File: config.mk
export PLATFORM = sky130hd
export DESIGN_NAME = cid_interp
export DESIGN_NICKNAME = d
export VERILOG_FILES = /design/src/cid_pkg.sv /design/src/cid_interp.sv
export SDC_FILE = /design/constraint.sdc
export NUM_CORES = 2
export LEC_CHECK = 0
export ABC_AREA = 1
export BUFFER_PORTS_ARGS = -buffer_cell sky130_fd_sc_hd__buf_2
export CORE_MARGIN = 2
export CORE_UTILIZATION = 45
export CTS_BUF_LIST = sky130_fd_sc_hd__clkbuf_8
export DETAILED_ROUTE_END_ITERATION = 7
export GPL_TIMING_DRIVEN = 0
export HOLD_SLACK_MARGIN = 0.02
export SLEW_MARGIN = 20
export SYNTH_ARGS = -nofsm -noshare
export SYNTH_HDL_FRONTEND = slang
export SYNTH_SLANG_ARGS = --single-unit
File: constraint.sdc
create_clock -name clk -period 12.2 [get_ports clk]
set_input_delay 0.61 -clock clk [delete_from_list [all_inputs] [get_ports clk]]
set_output_delay 0.61 -clock clk [all_outputs]
set_load 0.05 [all_outputs]
File: src/cid_pkg.sv
package cid_pkg;

  // Store geometry
  localparam int BufDepth = 524288;
  localparam int AddrW    = $clog2(BufDepth);
  localparam int SizeW    = AddrW + 1;
  localparam int MinSize  = 64;

  // Sample and position formats
  localparam int SampleW  = 24;
  localparam int FracBits = 16;
  localparam int PosW     = 40;
  localparam int IntW     = PosW - FracBits;

  // Remainder unit: one dividend bit per cycle
  localparam int DivW     = IntW;
  localparam int CntW     = $clog2(DivW + 1);

  // Horner datapath widths
  localparam int TW       = 30;
  localparam int ProdW    = TW + FracBits + 1;
  localparam int VW       = TW + 1;

  // Request codes
  localparam logic ReqWrite = 1'b0;
  localparam logic ReqRead  = 1'b1;

  // Configuration register indexes
  localparam logic RegActiveSize = 1'b0;
  localparam logic RegFreeze     = 1'b1;

  typedef struct packed {
    logic             start;
    logic [DivW-1:0]  dividend;
    logic [SizeW-1:0] divisor;
  } div_req_t;

  typedef struct packed {
    logic               en;
    logic [AddrW-1:0]   addr;
    logic [SampleW-1:0] data;
  } wr_req_t;

  typedef struct packed {
    logic             en;
    logic [AddrW-1:0] addr;
  } rd_req_t;

endpackage

File: src/cid_interp.sv
module cid_interp (
  input  logic                                clk,
  input  logic                                rst,
  input  logic                                start,
  input  logic signed [cid_pkg::SampleW-1:0]  y0,
  input  logic signed [cid_pkg::SampleW-1:0]  y1,
  input  logic signed [cid_pkg::SampleW-1:0]  y2,
  input  logic signed [cid_pkg::SampleW-1:0]  y3,
  input  logic [cid_pkg::FracBits-1:0]        frac,
  output logic                                done,
  output logic signed [cid_pkg::SampleW-1:0]  result
);

  typedef enum logic [3:0] {
    P_IDLE = 4'b0001,
    P_MUL  = 4'b0010,
    P_ADD  = 4'b0100,
    P_FIN  = 4'b1000
  } phase_t;

  localparam logic signed [cid_pkg::ProdW-1:0] Half =
    cid_pkg::ProdW'(1) <<< (cid_pkg::FracBits - 1);
  localparam logic signed [cid_pkg::VW-1:0] VMax =
    cid_pkg::VW'((1 << (cid_pkg::SampleW - 1)) - 1);
  localparam logic signed [cid_pkg::VW-1:0] VMin = -(VMax + cid_pkg::VW'(1));

  phase_t                             phase;
  logic [1:0]                         step;
  logic signed [cid_pkg::TW-1:0]      t;
  logic signed [cid_pkg::TW-1:0]      d1;
  logic signed [cid_pkg::TW-1:0]      d2;
  logic signed [cid_pkg::ProdW-1:0]   prod;

  logic signed [cid_pkg::TW-1:0]      e0, e1, e2, e3, e12;
  logic signed [cid_pkg::TW-1:0]      d3_c, d2_c, d1_c;
  logic signed [cid_pkg::FracBits:0]  fs;
  logic signed [cid_pkg::ProdW-1:0]   rounded;
  logic signed [cid_pkg::TW-1:0]      dsel;
  logic signed [cid_pkg::TW-1:0]      tr;
  logic signed [cid_pkg::VW-1:0]      v;

  // Doubled Catmull-Rom coefficients
  always_comb begin
    e0   = cid_pkg::TW'(y0);
    e1   = cid_pkg::TW'(y1);
    e2   = cid_pkg::TW'(y2);
    e3   = cid_pkg::TW'(y3);
    e12  = e1 - e2;
    d3_c = (e3 - e0) + e12 + (e12 <<< 1);
    d2_c = (e0 <<< 1) - ((e1 <<< 2) + e1) + (e2 <<< 2) - e3;
    d1_c = e2 - e0;
  end

  // Round-to-nearest rescale and coefficient add
  always_comb begin
    fs      = {1'b0, frac};
    rounded = (prod + Half) >>> cid_pkg::FracBits;
    unique case (step)
      2'd0:    dsel = d2;
      2'd1:    dsel = d1;
      default: dsel = '0;
    endcase
    tr = (t + cid_pkg::TW'(1)) >>> 1;
    v  = cid_pkg::VW'(y1) + cid_pkg::VW'(tr);
  end

  // Sequencer
  always_ff @(posedge clk) begin
    if (rst) begin
      phase <= P_IDLE;
      done  <= 1'b0;
      step  <= '0;
    end else begin
      done <= 1'b0;
      unique case (phase)
        P_IDLE: begin
          if (start) begin
            step  <= '0;
            phase <= P_MUL;
          end
        end
        P_MUL: begin
          phase <= P_ADD;
        end
        P_ADD: begin
          step  <= step + 2'd1;
          phase <= (step == 2'd2) ? P_FIN : P_MUL;
        end
        P_FIN: begin
          done  <= 1'b1;
          phase <= P_IDLE;
        end
        default: phase <= P_IDLE;
      endcase
    end
  end

  // Horner datapath; inputs stay steady for the whole evaluation
  always_ff @(posedge clk) begin
    unique case (phase)
      P_IDLE: begin
        if (start) begin
          t  <= d3_c;
          d2 <= d2_c;
          d1 <= d1_c;
        end
      end
      P_MUL: prod <= t * fs;
      P_ADD: t <= cid_pkg::TW'(rounded) + dsel;
      P_FIN: begin
        if (v > VMax) begin
          result <= VMax[cid_pkg::SampleW-1:0];
        end else if (v < VMin) begin
          result <= VMin[cid_pkg::SampleW-1:0];
        end else begin
          result <= v[cid_pkg::SampleW-1:0];
        end
      end
      default: ;
    endcase
  end

endmodule

# After elaboration in Yosys (flattened, before gate mapping)

Cells that the tools add are included.

Register bits: 167
Input port bits: 115
Output and inout port bits: 25
Word-level logic and storage cells: 46

Add/sub/neg operators: 14
Multiply operators: 1
$lt $le $gt $ge: 2
Eq/ne operators: 7
Mux-type cells: 10
Reduce and logical (&&, ||, !) cells: 4

Operator list:

| kind                   | count |
|---|---|
| $pmux 30 s2            | 2 |
| $sub 24x24->25         | 3 |
| $add 46x17->46 const B | 1 |
| $mul 30x17->46         | 1 |
| $add 24x29->30         | 1 |
| $add 30x2->30 const B  | 1 |
| $add 30x30->30         | 1 |
| $gt 30x24->1 const B   | 1 |
| $lt 30x24->1 const B   | 1 |
| $mux 30                | 1 |
| $sub 29x24->30         | 1 |
| $add 28x26->29         | 1 |
| $sub 25x27->28         | 1 |
| $add 26x24->27         | 1 |
| $add 26x26->27         | 1 |
| $add 25x25->26         | 1 |
| $mux 24                | 1 |
| $pmux 4 s3             | 1 |
| $mux 4                 | 2 |
| $eq 4x1->1 const B     | 1 |
| $eq 4x2->1 const B     | 1 |
| $eq 4x3->1 const B     | 1 |
| $eq 4x4->1 const B     | 1 |
| $pmux 2 s2             | 1 |
| 9 further kinds        | 10 |

# Longest topological paths before layout

Depth after elaboration: 5
Depth in mapped cells: 32

# Worst setup path before layout

Ideal clock, no wire load.

Kind: in2reg
From: in frac[2] (netlist name)
To: reg prod[41] (netlist name) (data pin)
Library setup time: 0.259 ns
Arrival time: 5.645 ns
Required time: 11.941 ns
Setup slack: 6.296 ns
Stages: 21
Cell sequence: clkbuf_1 > nand2_1 > inv_1 > fa_1 > inv_1 > fa_1 > inv_1 > fa_1 > fa_1 > fa_1 > inv_1 > fa_1 > inv_1 > ha_1 > nand2_1 > nor2_1 > inv_1 > nor4_1 > nand3_1 > nand4_1 > xor2_1

Longest elaborated chain between the ends: 1

Ends and longest elaborated chain:

| element                | RTL line          | source |
|---|---|---|
| start: declaration     | cid_interp.sv:9   | `input logic [cid_pkg::FracBits-1:0] frac,` |
| $mul 30x17->46         | cid_interp.sv:108 | `P_MUL: prod <= t * fs;` |
| end signal: assignment | cid_interp.sv:108 |  |
| end: declaration       | cid_interp.sv:32  | `logic signed [cid_pkg::ProdW-1:0] prod;` |

Every way passes these cells.
A chain may end at the register's enable or synchronous reset.

# Final worst setup path

From: reg t[8] (netlist name)
To: reg prod[44] (netlist name) (data pin)

Longest elaborated chain between the ends: 1

Ends and longest elaborated chain:

| element                  | RTL line          | source |
|---|---|---|
| start: declaration       | cid_interp.sv:29  | `logic signed [cid_pkg::TW-1:0] t;` |
| start signal: assignment | cid_interp.sv:109 | `P_ADD: t <= cid_pkg::TW'(rounded) + dsel;` |
| $mul 30x17->46           | cid_interp.sv:108 |  |

Every way passes these cells.

==> key figures <==
Clocking
  – Clock-pin slew on the worst setup and hold paths: 0.09 ns
  – CTS Buf Count: 17
  – CTS Hold Bufs: 0
  – # Post-CTS Setup Buffers: 0
  – Root Driver: clkbuf_8
  – TritonCTS clock tree: yes
  – Number of H-tree levels: 4
  – Post-CTS Resized: 0
  – Clock sinks: 147
  – Clock latency on the worst-skew pair: 0.51 ns
  – CTS max path bufs: 2

Timing
  – TNS Setup: 0 ns
  – Minimum clock period: 7.73 ns
  – Final Hold Viols: 0
  – Fmax: 0.129 GHz
  – Final setup fails: 0
  – Worst Clk Skew: 0.0173 ns
  – Slew @ Worst Pin: 1.17 ns
  – Final period util: 63.4%
  – RSZ-0062 raised after global routing: false
  – Worst Setup Slack, final: 4.47 ns
  – Final Max Slew Viols: 0
  – Rel. slew slack: 21.7%

Placement
  – Placed Cells incl. Taps: 5895
  – Dpl ws: 4.62 ns
  – HPWL Detailed: 103000 µm
  – Port buffer count: 123
  – GP Congestion: 0.963

Setup path
  – WP depth: 23
  – Flop2flop setup slack: 4.47 ns
  – Cell Chain, Critical Path: clkbuf_1 > buf_1 > nand2_1 > fa_1 > inv_1 > fa_1 > fa_1 > fa_1 > fa_1 > inv_1 > fa_1 > inv_1 > ha_1 > nand2_1 > nor2_1 > nand2_1 > nor4_1 > nand2_1 > nand2_1 > nand2_1 > nand2_1 > a21oi_1 > xnor2_1
  – CP delay by family, top: adder cells
  – Startpoint Class: register
  – Worst r2r dst: prod[44]
  – Slowest stage cell on the critical path: clkbuf_1
  – Worst path bufs/invs: 5
  – Crit path kind: reg -> reg
  – Crit. End Element: register
  – Slowest stage delay, CP: 0.80 ns
  – Crit Path Max Fanout: 10
  – WP data required: 12.44 ns
  – Top cell by count, worst path: nand2_1
  – Arrival @ worst endpoint: 7.98 ns
  – Reg2reg start: t[8]
  – Critical path origin: t[8]
  – R2r worst-path depth: 23
  – Setup crit end: prod[44]

Final layout
  – Fin cells: 5932
  – Filler cell count: 8122
  – Nets@finish: 5840
  – Fin util: 48.6%
  – Layout area overhead: 6.72%
  – Layout cell share with drive strength beyond 1: 4.76%

Die
  – IO Count: 140
  – Die W: 287 µm
  – Die area: 82500 µm²
  – CORE AREA: 79300 µm²
  – Cell row count: 103
  – Die Y: 287 µm
  – Starting density of the core: 45.6%

Hold path
  – Hold crit path type: in -> reg

Synthesis
  – Ranking of synthesized cells by area: fa_1 (32%), inv_1 (13%), nand2_1 (12%)
  – Mean Syn Cell Area: 7.66 µm²
  – Ys flop type: edfxtp_1
  – Yosys reg bits: 147
  – Synth cell count leaders: inv_1 (1212), nand2_1 (1130), fa_1 (583), ha_1 (278), a21oi_1 (236)
  – Mapped Area: 36100 µm²
  – YS warnings: 0
  – Count leader, synth: inv_1
  – EDFF count, synth: 140
  – Share of the synthesized area in the top cell type: 32.3%
  – Mapped Cells: 4717
  – Seq/Total Area, Yosys: 12.0%
  – Ys async rst share: 0%
  – Synth cell types: 54
  – Synthesized Nets: 5693
  – Synth area leader: fa_1

Global route
  – First-pass GRT wire length: 184000 µm
  – Maximum number of pins on one net before global-route repair: 32
  – Total gr overflow: 0
  – Total track usage: 29.8%
  – Vias in the first global route: 31700
  – Initial antenna violation count: 3

Job
  – Maximum Capacitance Violations: 0

Routing
  – WL met1: 48300 µm
  – Iter 0 DRT Violations: 2064
  – Drt wl/cell: 20.2 µm
  – Final Routed Wirelength: 120000 µm
  – Routed wl met3: 5940 µm
  – Via density: 5.16
  – Routed vias: 30600
  – TritonRoute pass-1 iters: 6
  – Routed Antenna Nets: 0
  – Drc violations: 0
  – WL met2: 59700 µm
  – Top Layer Used: met4

Status
  – Status: complete, no violations
sequential cells by signal, indices dropped and copies added, names as in the netlist:
register  cells
prod         31
d2           30
t            30
d1           25
result       24
phase         4
step          2
done          1
cell families (layout without fill, tap and decap cells):
group,after synthesis,count (layout),share of synthesized area [%]
compound gates,526,526,8.28
xor+xnor,189,189,4.58
fa+ha+maj,861,861,41.9
buf+inv,1339,1499,14.0
flops,147,147,12.0
other cells,0,5,0
simple gates,1655,1655,19.1
placed cells by master, fill, tap and decap left out, types with 43 or more instances in the layout:
| master | n |
|---|---|
| a21oi_1 | 236 |
| buf_2 | 126 |
| clkbuf_1 | 93 |
| edfxtp_1 | 140 |
| fa_1 | 583 |
| ha_1 | 278 |
| inv_1 | 1212 |
| nand2_1 | 1130 |
| nand3_1 | 129 |
| nand4_1 | 43 |
| nor2_1 | 222 |
| nor3_1 | 46 |
| o21ai_0 | 148 |
| xnor2_1 | 60 |
| xor2_1 | 129 |
stage by stage:
stage          instance area, µm²  hold WS [ns]
2_1_floorplan               36100         0.445
3_3_place_gp                38000         0.481
3_5_place_dp                38100         0.485
4_1_cts                     38500         0.300
5_1_grt                     38500         0.330
6_report                    38500         0.329
how the worst min path moves through the flow:
stage / from / endpoint / slack (ns) / cells after the start
global route: rst / step[1] / 0.33 / 2
CTS: rst / step[1] / 0.30 / 2
floorplan: phase[2] / done / 0.45 / 1
detailed placement: step[0] / step[0] / 0.48 / 1
finish: rst / step[1] / 0.33 / 2
global placement: step[0] / step[0] / 0.48 / 1
layout make-up:
class | instances | area, µm² | share of cell area (%)
well taps | 1050 | 1310 | 3.41
multi-input cells | 3231 | 26700 | 69.3
repair buffers | 128 | 686 | 1.78
diodes | 5 | 12.5 | 0.0325
flip-flops and latches | 147 | 4340 | 11.3
inverters | 1215 | 4560 | 11.8
plain buffers | 124 | 512 | 1.33
clock buffers | 17 | 234 | 0.607
clock inverters | 15 | 158 | 0.409
metal layers:
layer / track usage (%) / vias to the layer above
met3: 2.81 / 203
met4: 12.7 / 0
met5: 0 / -
met1: 37.0 / 14900
li1: - / 14600
met2: 52.7 / 981
Power is left out: the tool's default activity adds up to more than one toggle a clock period on the data nets, which glitch-free logic cannot reach.
