===== src/cid_pkg.sv =====
package cid_pkg;

  // Store geometry
  localparam int BufDepth = 524288;
  localparam int AddrW    = $clog2(BufDepth);
  localparam int SizeW    = AddrW + 1;
  localparam int MinSize  = 64;

  // Sample and position formats
  localparam int SampleW  = 24;
  localparam int FracBits = 16;
  localparam int PosW     = 40;
  localparam int IntW     = PosW - FracBits;

  // Remainder unit: one dividend bit per cycle
  localparam int DivW     = IntW;
  localparam int CntW     = $clog2(DivW + 1);

  // Horner datapath widths
  localparam int TW       = 30;
  localparam int ProdW    = TW + FracBits + 1;
  localparam int VW       = TW + 1;

  // Request codes
  localparam logic ReqWrite = 1'b0;
  localparam logic ReqRead  = 1'b1;

  // Configuration register indexes
  localparam logic RegActiveSize = 1'b0;
  localparam logic RegFreeze     = 1'b1;

  typedef struct packed {
    logic             start;
    logic [DivW-1:0]  dividend;
    logic [SizeW-1:0] divisor;
  } div_req_t;

  typedef struct packed {
    logic               en;
    logic [AddrW-1:0]   addr;
    logic [SampleW-1:0] data;
  } wr_req_t;

  typedef struct packed {
    logic             en;
    logic [AddrW-1:0] addr;
  } rd_req_t;

endpackage


===== src/cid_mod_unit.sv =====
module cid_mod_unit (
  input  logic                       clk,
  input  logic                       rst,
  input  cid_pkg::div_req_t          req,
  output logic                       done,
  output logic [cid_pkg::AddrW-1:0]  rem
);

  logic                        running;
  logic [cid_pkg::CntW-1:0]    cnt;
  logic [cid_pkg::DivW-1:0]    dvd;
  logic [cid_pkg::SizeW-1:0]   acc;
  logic [cid_pkg::SizeW-1:0]   dsr;
  logic [cid_pkg::SizeW:0]     shifted;
  logic                        ge;
  logic [cid_pkg::SizeW-1:0]   acc_next;

  // One restoring step: shift in next dividend bit, subtract if it fits
  always_comb begin
    shifted  = {acc, dvd[cid_pkg::DivW-1]};
    ge       = (shifted >= {1'b0, dsr});
    acc_next = ge ? cid_pkg::SizeW'(shifted - {1'b0, dsr})
                  : cid_pkg::SizeW'(shifted);
  end

  // Control
  always_ff @(posedge clk) begin
    if (rst) begin
      running <= 1'b0;
      done    <= 1'b0;
      cnt     <= '0;
    end else begin
      done <= 1'b0;
      if (req.start) begin
        running <= 1'b1;
        cnt     <= cid_pkg::CntW'(cid_pkg::DivW);
      end else if (running) begin
        cnt <= cnt - cid_pkg::CntW'(1);
        if (cnt == cid_pkg::CntW'(1)) begin
          running <= 1'b0;
          done    <= 1'b1;
        end
      end
    end
  end

  // Datapath
  always_ff @(posedge clk) begin
    if (req.start) begin
      acc <= '0;
      dvd <= req.dividend;
      dsr <= req.divisor;
    end else if (running) begin
      acc <= acc_next;
      dvd <= {dvd[cid_pkg::DivW-2:0], 1'b0};
    end
  end

  // Remainder is below the divisor, which is at most the depth
  assign rem = acc[cid_pkg::AddrW-1:0];

endmodule


===== config.mk =====
export PLATFORM = sky130hd
export DESIGN_NAME = cid_mod_unit
export DESIGN_NICKNAME = d
export VERILOG_FILES = /design/src/cid_pkg.sv /design/src/cid_mod_unit.sv
export SDC_FILE = /design/constraint.sdc
export NUM_CORES = 1
export LEC_CHECK = 0
export BUFFER_PORTS_ARGS = -buffer_cell sky130_fd_sc_hd__buf_2
export CAP_MARGIN = 40
export CORE_MARGIN = 1.5
export CORE_UTILIZATION = 28
export CTS_CLUSTER_DIAMETER = 120
export CTS_CLUSTER_SIZE = 25
export DETAILED_ROUTE_END_ITERATION = 8
export GPL_ROUTABILITY_DRIVEN = 0
export GPL_TIMING_DRIVEN = 0
export PLACE_DENSITY_LB_ADDON = 0.1
export SLEW_MARGIN = 20
export SYNTH_ARGS = -nofsm -noshare
export SYNTH_HDL_FRONTEND = slang
export SYNTH_SLANG_ARGS = --single-unit

===== constraint.sdc =====
create_clock -name clk -period 5.4 [get_ports clk]
set_input_delay 1.08 -clock clk [delete_from_list [all_inputs] [get_ports clk]]
set_output_delay 1.08 -clock clk [all_outputs]
set_load 0.01 [all_outputs]

# After elaboration in Yosys (flattened, before gate mapping)

Index checks and enable logic that the tools add are counted.

Add/subtract/negate cells: 2
$lt $le $gt $ge: 1
Equal/unequal tests: 1
Muxes and demuxes: 9
Bitwise gates (word level): 1
Reductions and logical operators: 3

Operator list:

| cell                                              | count |
|---|---|
| two-way mux 24 bit                                | 2 |
| greater-or-equal comparator 21 x 20 -> 1 bit      | 1 |
| two-way mux 20 bit                                | 1 |
| subtractor 20 bit                                 | 1 |
| two-way mux 5 bit                                 | 2 |
| == test 5 x 1 -> 1 bit (second input constant)    | 1 |
| subtractor 5 x 1 -> 5 bit (second input constant) | 1 |
| two-way mux 1 bit                                 | 4 |
| OR reduction 3 bit                                | 1 |
| nonzero test 2 bit                                | 1 |
| OR reduction 2 bit                                | 1 |
| NOT 1 bit                                         | 1 |

Register bits: 71
Input port bits: 47
Output and inout bits: 20
Word-level logic and storage cells: 24

# Logic depth before layout (Yosys ltp)

Gate-level depths: netlist of the first run.

Depth after elaboration: 4
Gate-level depth with buffers: 11
Gate-level depth less buffers: 11

# Worst setup path before layout of the first run

No wires, ideal clock.

Path kind: reg-to-reg
From: reg dvd[23] (netlist bit)
To: reg acc[18] (netlist bit)
Setup time: 0.124 ns
Data arrival time: 2.509 ns
Data required time: 5.276 ns
Slack: 2.767 ns
Cell stages (with the launch flop): 12
Buffers on the path: 0
Clock period less this slack: 2.633 ns
Path through: edfxtp_1 > inv_1 > ha_1 > inv_1 > fa_1 > a21o_1 > a311oi_1 > o21ai_1 > o41ai_1 > nor4bb_1 > nor4b_1 > o21ai_1

Cells in the longest elaborated chain, start to end: 2
Elaborated cells on any way between the ends: 3
Classes of those cells: add/sub (1); order compare (1); mux (1)

Ends and longest elaborated chain:

| item                                                                              | line                                   | source |
|---|---|---|
| start, declared                                                                   | cid_mod_unit.sv:11                     | `logic [cid_pkg::DivW-1:0] dvd;` |
| start signal, assigned                                                            | cid_mod_unit.sv:51                     | `dvd <= req.dividend;` |
| start signal, assigned                                                            | cid_mod_unit.sv:55                     | `dvd <= {dvd[cid_pkg::DivW-2:0], 1'b0};` |
| subtractor 20 bit or greater-or-equal comparator 21 x 20 -> 1 bit (tied branches) | cid_mod_unit.sv:22, cid_mod_unit.sv:21 |  |
| two-way mux 20 bit *                                                              | cid_mod_unit.sv:22                     | `acc_next = ge ? cid_pkg::SizeW'(shifted - {1'b0, dsr})` |
| end signal, assigned                                                              | cid_mod_unit.sv:54                     | `acc <= acc_next;` |
| end, declared                                                                     | cid_mod_unit.sv:12                     | `logic [cid_pkg::SizeW-1:0] acc;` |

Every way passes the cells marked *; elsewhere a longest branch is shown, timed or not.
A chain may end at the register's enable or synchronous reset.

# Worst setup path in the final report of the first run

Same ends and word-level chain as after synthesis.

==> results of run 1 <==
-- stage by stage --
step           hold WS, ns  power, mW  cells  utilization [%]  worst slack (ns)
2_1_floorplan       0.4420     0.8280    373                -             2.767
3_3_place_gp        0.4554     0.9020    619            32.75             1.766
3_5_place_dp        0.4736     0.9051    621            32.91             2.093
4_1_cts             0.4945      1.554    637            35.16             2.042
5_1_grt             0.5188      1.608    637            35.16             1.758
6_report            0.4879      1.531    637            35.16             2.047
-- worst paths after layout --
kind | slack, ns | cells past startpoint | to
setup / recovery | 2.05 | 11 | acc[18]
setup reg to reg | 2.05 | 11 | acc[18]
hold / removal | 0.49 | 2 | acc[19]
hold reg to reg | 0.49 | 2 | acc[19]
-- state kept, by name (all words and copies together), names as in the netlist --
name / count
done: 1
cnt: 5
dvd: 24
dsr: 20
acc: 20
running: 1
-- report_power, final --
group	switching, mW	internal, mW	total [mW]
logic	0.131	0.116	0.247
registers	0.0209	0.624	0.645
clock network	0.233	0.406	0.639
total	0.386	1.15	1.53
-- cell type report --
cell class              count  share of cell area, %
flip-flops and latches     71                  38.00
multi-input cells         245                  37.72
repair buffers             68                  7.201
clock buffers              11                  4.750
well taps                 180                  4.597
plain buffers              30                  4.009
inverters                  27                  2.068
clock inverters             5                  1.660
-- cells in the mapped netlist (3+ instances only) --
master and n:
edfxtp_1 44, dfxtp_1 27, inv_1 27, nand2_1 26, mux2_2 24, nor2_1 23, ha_1 22, buf_4 20
a21oi_1 17, o21ai_0 15, mux2i_1 12, xor2_1 11, a211oi_1 10, xnor2_1 9, a21o_1 8, clkbuf_1 8
and3_1 5, nor2b_1 5, nor3_1 5, nor4b_1 5, a31oi_1 4, o221ai_1 4, nand2b_1 3, o21ai_1 3
-- metal layers --
metal,part of all wire [%],global-route usage (%),up-vias
met1,49,18.40,1356
met5,0,0,-
met3,6.3,5.809,2
li1,-,-,1496
met2,44,20.64,66
met4,0.34,3.052,0
-- critical path: stages, from the launching register on --
cell      delay [ns]
edfxtp_1        0.35
inv_1           0.08
ha_1            0.17
inv_1           0.06
fa_1            0.41
a21o_1          0.23
a311oi_1        0.29
o21ai_1         0.23
o41ai_1         0.71
nor4bb_1        0.13
nor4b_1         0.44
o21ai_1         0.13
-- cell usage in the layout, fill, tap and decap left out, types with 12 or more instances in the layout --
cell      instances
edfxtp_1         44
nor2_1           23
ha_1             22
dfxtp_1          27
inv_1            27
nand2_1          26
mux2_2           24
a21oi_1          17
buf_4            21
o21ai_0          15
buf_2            67
mux2i_1          12
-- kinds of logic after synthesis --
group	Yosys count	share of synthesized area, %
AO/OA/AOI/OAI	79	13.58
XOR/XNOR	20	4.371
adder cells (fa/ha/maj)	23	7.368
buffers and inverters	57	7.430
flip-flops	71	46.46
multiplexers	36	9.741
AND/OR/NAND/NOR	87	11.05
==> flow_metrics.env, run 1 <==
export IMPL_cts_root_buf="clkbuf_16"
export IMPL_antenna_found_initial=0
export IMPL_seq_area_mm2=0.001862
export IMPL_hold_start="acc[19]"
export IMPL_hpwl_mm=6.913
export IMPL_synth_edf_count=44
export IMPL_pin_count=67
export IMPL_fmax_mhz=298.2
export IMPL_synth_largest_area_cell="edfxtp_1"
export IMPL_hold_class="reg2reg"
export IMPL_maxCapViolCount=0
export IMPL_synth_area_mm2=0.004008
export IMPL_final_cell_area_mm2=0.004900
export IMPL_vdd_ir_drop_worst_mv=0.1615
export IMPL_yosys_top_cells_area="edfxtp_1, dfxtp_1, ha_1, mux2_2, buf_4"
export IMPL_arrival_ns=3.56
export IMPL_portBuffers=66
export IMPL_num_rows=43
export IMPL_ys_seq_elements=71
export IMPL_wirelength_mm=9.622
export IMPL_viasPerCell=4.584
export IMPL_setup_viol=0
export IMPL_fin_worst_skew_ns=0.008995
export IMPL_final_period_utilization_pct=62.10
export IMPL_drive_above_1_share_pct=29.32
export IMPL_synth_ff_type="edfxtp_1"
export IMPL_nets=522
export IMPL_remaining_drc_errors=0
export IMPL_maxSlewHeadroom_pct=45.45
export IMPL_clk_pin_slew_ns=0.06
export IMPL_synth_top_cell_area_share_pct=32.97
export IMPL_first_pass_iters=4
export IMPL_powerDensity_mw_per_mm2=312.5
export IMPL_post_drt_wl_per_cell_um=15.11
export IMPL_fillers=1425
export IMPL_synthCells=373
export IMPL_critPathMaxFanout=5
export IMPL_ant_nets=0
export IMPL_status="completed"
export IMPL_cts_buffers=9
export IMPL_die_area_mm2=0.01504
export IMPL_diodes=0
export IMPL_rr_startpoint="dvd[23]"
export IMPL_yosys_warnings=0
export IMPL_async_flop_share_pct=0
export IMPL_die_height_um=122.6
export IMPL_grt_pass1_wl_mm=15.53
export IMPL_grt_max_degree=22
export IMPL_hold_viol_final=0
export IMPL_drtIter0Drc=108
export IMPL_cts_hold_buf=0
export IMPL_synth_nets=443
export IMPL_htreeDepth=3
export IMPL_layout_area_overhead_vs_synth_pct=22.26
export IMPL_cts_path_max_buffers=2
export IMPL_vias=2920
export IMPL_initial_core_util_pct=28.76
export IMPL_multi_input_area_mm2=0.001848
export IMPL_ys_types=52
export IMPL_worst_slew_pin_slew_ns=0.8077
export IMPL_power_leakage_nw=2.099
export IMPL_grt_setup_unrepaired="no"
export IMPL_cts_tree="done"
export IMPL_post_cts_setup_buffer_count=0
export IMPL_grt_usage_pct=13.75
export IMPL_grt_overflow=0
export IMPL_coreArea_mm2=0.01393
export IMPL_placed_area_mm2=0.004586
export IMPL_cp_required_ns=5.61
export IMPL_cts_resized=0
export IMPL_crit_path_start="dvd[23]"
export IMPL_fin_crit_ns=3.353
export IMPL_first_global_vias=3020
export IMPL_cts_sinks=71
export IMPL_setup_tns_ns=0
export IMPL_ys_seq_area_share_pct=46.46
export IMPL_crit_path_end_kind="flip-flop"
export IMPL_clk_insertion_delay_late_ns=0.34
export IMPL_critical_path_class="reg2reg"
export IMPL_cp_start_kind="flip-flop"
export IMPL_postSynthAreaPerCell_um2=10.74
export IMPL_drv_slew=0
export IMPL_die_w_um=122.6
Note: power is estimated with default switching activity, not from simulation.
==> run 2: changes to the inputs <==
==> constraint.sdc (replaced) <==
create_clock -name clk -period 3.3 [get_ports clk]
set_input_delay 0.66 -clock clk [delete_from_list [all_inputs] [get_ports clk]]
set_output_delay 0.66 -clock clk [all_outputs]
set_load 0.01 [all_outputs]
==> run 2 against run 1 <==
Cell count unchanged. Count of clock-buffer cells in the layout unchanged. Clock skew decreased by 0.0013 ns. Sequential cell count unchanged. Critical path type unchanged. Largest power group unchanged. Routed wire length about the same. Sequential share of layout area decreased by 0.15 points. Hold slack about the same. Maximum frequency increased by 11%. Clock power increased by 63%.
==> flow_metrics.env, run 2 (synthesis results as in run 1) <==
export IMPL_status="completed"
export IMPL_post_cts_setup_buffer_count=0
export IMPL_fin_crit_ns=3.014
export IMPL_worst_slew_pin_slew_ns=0.6241
export IMPL_power_leakage_nw=2.109
export IMPL_final_cell_area_mm2=0.004918
export IMPL_viasPerCell=4.590
export IMPL_crit_buf_inv=2
export IMPL_max_stage_delay_ns=0.42
export IMPL_maxSlewHeadroom_pct=58.30
export IMPL_wirelength_mm=9.623
export IMPL_drive_above_1_share_pct=29.54
export IMPL_cts_sinks=71
export IMPL_rrSetupSlack_ns=0.29
export IMPL_crit_family="compound AO/OA/AOI/OAI gates"
export IMPL_critPathSlowestCell="nor4b_1"
export IMPL_crit_path_end_kind="flip-flop"
export IMPL_clk_insertion_delay_late_ns=0.34
export IMPL_die_w_um=122.6
export IMPL_cts_buffers=9
export IMPL_antenna_found_initial=0
export IMPL_fillers=1424
export IMPL_coreArea_mm2=0.01393
export IMPL_grt_max_degree=22
export IMPL_grt_pass1_wl_mm=15.53
export IMPL_grt_setup_unrepaired="no"
export IMPL_ant_nets=0
export IMPL_mostFrequentLayoutCells="buf_2, edfxtp_1, inv_1, dfxtp_1, nand2_1"
export IMPL_fmax_mhz=331.8
export IMPL_cts_tree="done"
export IMPL_arrival_ns=3.23
export IMPL_diodes=0
export IMPL_final_period_utilization_pct=91.32
export IMPL_drv_slew=0
export IMPL_hpwl_mm=6.913
export IMPL_portBuffers=66
export IMPL_fin_cells=637
export IMPL_die_height_um=122.6
export IMPL_htreeDepth=3
export IMPL_remaining_drc_errors=0
export IMPL_drtIter0Drc=121
export IMPL_largest_reg_flops=24
export IMPL_first_global_vias=3020
export IMPL_grt_overflow=0
export IMPL_cts_root_buf="clkbuf_16"
export IMPL_pin_count=67
export IMPL_hold_class="reg2reg"
export IMPL_whs_ns=0.4879
export IMPL_fin_worst_skew_ns=0.007646
export IMPL_seq_area_mm2=0.001862
export IMPL_grt_usage_pct=13.75
export IMPL_hold_viol_final=0
export IMPL_vdd_ir_drop_worst_mv=0.2648
export IMPL_clk_pin_slew_ns=0.06
export IMPL_nets=522
export IMPL_dp_cells=621
export IMPL_critical_path_class="reg2reg"
export IMPL_powerDensity_mw_per_mm2=510.0
export IMPL_die_area_mm2=0.01504
export IMPL_num_rows=43
export IMPL_cp_start_kind="flip-flop"
export IMPL_initial_core_util_pct=28.76
export IMPL_setup_viol=0
export IMPL_vias=2924
export IMPL_layout_commonest_cell="buf_2"
export IMPL_finalPower_mw=2.509
export IMPL_largestRegisters="dvd x24, acc x20, dsr x20"
export IMPL_placed_area_mm2=0.004586
export IMPL_final_util_pct=35.30
export IMPL_cts_hold_buf=0
export IMPL_post_drt_wl_per_cell_um=15.11
export IMPL_maxCapViolCount=0
export IMPL_cp_cell_sequence="inv_1 -> ha_1 -> inv_1 -> fa_1 -> a21o_1 -> a311oi_1 -> o21ai_1 -> o41ai_4 -> nor4bb_1 -> nor4b_1 -> o21ai_1"
export IMPL_multi_input_area_mm2=0.001867
export IMPL_cp_required_ns=3.51
export IMPL_layout_area_overhead_vs_synth_pct=22.73
export IMPL_first_pass_iters=4
export IMPL_cts_path_max_buffers=2
export IMPL_largest_register="dvd"
export IMPL_critPathMaxFanout=5
[run 2: cell count changes in the layout (fill, tap and decap cells not counted)]
cell	change
o41ai_1	-1
o41ai_4	+1
[run 2: per-stage QoR]
step           setup TNS, ns  setup WS, ns
2_1_floorplan              0        0.6669
3_3_place_gp        -0.03843      -0.03843
3_5_place_dp       -0.007119     -0.007119
4_1_cts                    0        0.1992
5_1_grt                    0       0.05706
6_report                   0        0.2864
[run 2: final timing paths]
path | start | endpoint | cells past startpoint
min reg2reg | acc[19] | acc[19] | 2
min | acc[19] | acc[19] | 2
max reg2reg | dvd[23] | acc[18] | 11
max | dvd[23] | acc[18] | 11
[run 2: repair_timing]
action                                  4_1_cts  5_1_grt
gates resized for setup                       1        1
pin swaps                                     0        0
endpoints found under the hold margin         0        0
endpoints found under the setup margin        1        1
[run 2: cell type report]
class                   instances  share of cell area (%)
well taps                     180                   4.579
clock inverters                 5                   1.654
inverters                      27                   2.061
flip-flops and latches         71                   37.85
repair buffers                 68                   7.174
clock buffers                  11                   4.732
plain buffers                  30                   3.994
multi-input cells             245                   37.95
[run 2: worst register-to-register path: stages (launching register included)]
cell and delay, ns:
edfxtp_1 0.35, inv_1 0.08, ha_1 0.17, inv_1 0.06, fa_1 0.41, a21o_1 0.23, a311oi_1 0.29, o21ai_1 0.26
o41ai_4 0.38, nor4bb_1 0.11, nor4b_1 0.42, o21ai_1 0.13
[run 2: power by group]
part | total [mW] | internal, mW | switching (mW) | leakage [nW]
registers | 1.06 | 1.02 | 0.0343 | 0.659
clock network | 1.04 | 0.664 | 0.381 | 0.150
logic | 0.408 | 0.191 | 0.217 | 1.30
[run 2: metal layers]
metal	vias up	global-route usage, %	wire length [um]
met5	-	0	0
met4	0	3.052	73
met3	5	5.809	618
met2	59	20.64	4255
met1	1365	18.40	4677
li1	1495	-	-
==> run 3: changes to the inputs <==
--- a/config.mk
+++ b/config.mk
@@ -15,7 +15,6 @@
 export GPL_ROUTABILITY_DRIVEN = 0
 export GPL_TIMING_DRIVEN = 0
 export PLACE_DENSITY_LB_ADDON = 0.1
-export SLEW_MARGIN = 20
 export SYNTH_ARGS = -nofsm -noshare
 export SYNTH_HDL_FRONTEND = slang
 export SYNTH_SLANG_ARGS = --single-unit
==> constraint.sdc (replaced) <==
create_clock -name clk -period 3.3 [get_ports clk]
set_input_delay 0.165 -clock clk [delete_from_list [all_inputs] [get_ports clk]]
set_output_delay 0.165 -clock clk [all_outputs]
set_load 0.01 [all_outputs]
==> run 3 against run 2 <==
Design area increased by 3.8%. Sequential cell count unchanged. Combinational power up 4%. Largest cell class unchanged.
==> flow_metrics.env, run 3 (synthesis results as in run 1) <==
export IMPL_clk_pin_slew_ns=0.06
export IMPL_largest_register="dvd"
export IMPL_viasPerCell=4.609
export IMPL_cp_start_kind="flip-flop"
export IMPL_antenna_found_initial=0
export IMPL_mostFrequentLayoutCells="buf_2, edfxtp_1, inv_1, dfxtp_1, nand2_1"
export IMPL_drtIter0Drc=87
export IMPL_arrival_ns=3.18
export IMPL_hpwl_mm=6.872
export IMPL_hold_class="in2reg"
export IMPL_grt_pass1_wl_mm=15.32
export IMPL_remaining_drc_errors=0
export IMPL_post_drt_wl_per_cell_um=14.43
export IMPL_fin_crit_ns=2.974
export IMPL_vias=3028
export IMPL_diodes=0
export IMPL_powerDensity_mw_per_mm2=483.1
export IMPL_portBuffers=66
export IMPL_p_int_mw=1.834
export IMPL_worst_slew_pin_slew_ns=0.6383
export IMPL_layout_area_overhead_vs_synth_pct=27.41
export IMPL_status="completed"
export IMPL_coreArea_mm2=0.01393
export IMPL_p_clk_share_pct=40.0
export IMPL_hold_viol_final=0
export IMPL_die_height_um=122.6
export IMPL_setup_viol=0
export IMPL_grt_setup_unrepaired="no"
export IMPL_dp_cells=621
export IMPL_drv_slew=0
export IMPL_final_period_utilization_pct=90.12
export IMPL_grt_max_degree=22
export IMPL_largest_reg_flops=24
export IMPL_cp_required_ns=3.51
export IMPL_initial_core_util_pct=28.76
export IMPL_grt_usage_pct=13.56
export IMPL_power_share_sequential_pct=42.8
export IMPL_final_util_pct=36.64
export IMPL_fmax_mhz=336.2
export IMPL_fin_worst_skew_ns=0.008254
export IMPL_die_w_um=122.6
export IMPL_finalPower_mw=2.467
export IMPL_crit_path_end_kind="flip-flop"
export IMPL_p_comb_share_pct=17.2
export IMPL_cts_root_buf="clkbuf_16"
export IMPL_switchingPower_mw=0.6333
export IMPL_critPathMaxFanout=5
export IMPL_first_pass_iters=4
export IMPL_num_rows=43
export IMPL_layout_commonest_cell="buf_2"
export IMPL_fin_cells=657
export IMPL_die_area_mm2=0.01504
export IMPL_wirelength_mm=9.483
export IMPL_largestRegisters="dvd x24, acc x20, dsr x20"
export IMPL_ant_nets=0
export IMPL_switching_share_pct=25.67
export IMPL_setup_tns_ns=0
export IMPL_cts_path_max_buffers=2
export IMPL_fillers=1399
export IMPL_vdd_ir_drop_worst_mv=0.2856
export IMPL_grt_overflow=0
export IMPL_nets=542
export IMPL_power_leakage_nw=2.184
export IMPL_htreeDepth=3
export IMPL_pin_count=67
export IMPL_maxSlewHeadroom_pct=57.45
export IMPL_critical_path_class="reg2reg"
export IMPL_maxCapViolCount=0
export IMPL_first_global_vias=2994
export IMPL_cts_buffers=9
export IMPL_drive_above_1_share_pct=28.51
export IMPL_cts_sinks=71
export IMPL_clk_insertion_delay_late_ns=0.34
export IMPL_cts_tree="done"
==> run 3: per-stage QoR <==
| step | instance area, um^2 | setup WS, ns | hold slack [ns] |
|---|---|---|---|
| finish | 5106 | 0.3259 | 0.07907 |
| global placement | 4563 | -0.03843 | 0.3424 |
| floorplan | 4008 | 0.6669 | 0.2374 |
| global route | 5106 | 0.07044 | 0.07512 |
| detailed placement | 4586 | 0.02836 | 0.3433 |
| CTS | 5085 | 0.2282 | 0.0008906 |
==> run 3: worst max-delay path: stages, from the launching register on <==
cell	delay (ns)
edfxtp_1	0.36
inv_1	0.08
ha_1	0.17
inv_1	0.05
fa_1	0.41
a21o_1	0.23
a311oi_1	0.29
o21ai_1	0.27
o41ai_4	0.37
nor4bb_1	0.10
nor4b_1	0.39
o21ai_1	0.12
==> run 3: metal layers <==
| metal | up-vias | GRT usage, % | share of wire, % |
|---|---|---|---|
| met5 | - | 0 | 0 |
| met4 | 0 | 3.052 | 0.72 |
| met3 | 5 | 5.762 | 5.6 |
| met2 | 60 | 20.71 | 45 |
| met1 | 1429 | 17.82 | 49 |
| li1 | 1534 | - | - |
==> run 3: final timing paths <==
check                           startpoint  endpoint  slack, ns  depth (start not counted)
worst min register to register     acc[19]   acc[19]       0.48                          2
worst max-delay path               dvd[23]   acc[18]       0.33                         11
worst max register to register     dvd[23]   acc[18]       0.33                         11
worst min-delay path                   rst    cnt[4]       0.08                          2
==> run 3: area by class of cell <==
| cell class | count | area, um^2 | area share [%] |
|---|---|---|---|
| Multi-Input combinational cell | 245 | 1867 | 36.56 |
| Sequential cell | 71 | 1862 | 36.46 |
| Timing Repair Buffer | 88 | 553.0 | 10.83 |
| Inverter | 27 | 101.3 | 1.985 |
| Tap cell | 180 | 225.2 | 4.411 |
| Buffer | 30 | 196.4 | 3.847 |
| Clock inverter | 5 | 58.81 | 1.152 |
| Clock buffer | 11 | 242.7 | 4.754 |
==> run 3: power by group through the flow <==
| stage | combinational (mW) | sequential [mW] | clock, mW |
|---|---|---|---|
| 5_1_grt | 0.477 | 1.07 | 1.06 |
| 3_5_place_dp | 0.404 | 1.08 | 0 |
| 3_3_place_gp | 0.400 | 1.08 | 0 |
| 4_1_cts | 0.426 | 1.06 | 1.02 |
| 2_1_floorplan | 0.292 | 1.06 | 0 |
| 6_report | 0.426 | 1.06 | 0.986 |
==> run 3: timing repair <==
| action | CTS | global route |
|---|---|---|
| hold buffers | 19 | 1 |
| buffers inserted | 0 | 0 |
| gates resized for setup | 1 | 1 |
| setup endpoints to repair | 1 | 1 |
| hold endpoints to repair | 19 | 1 |
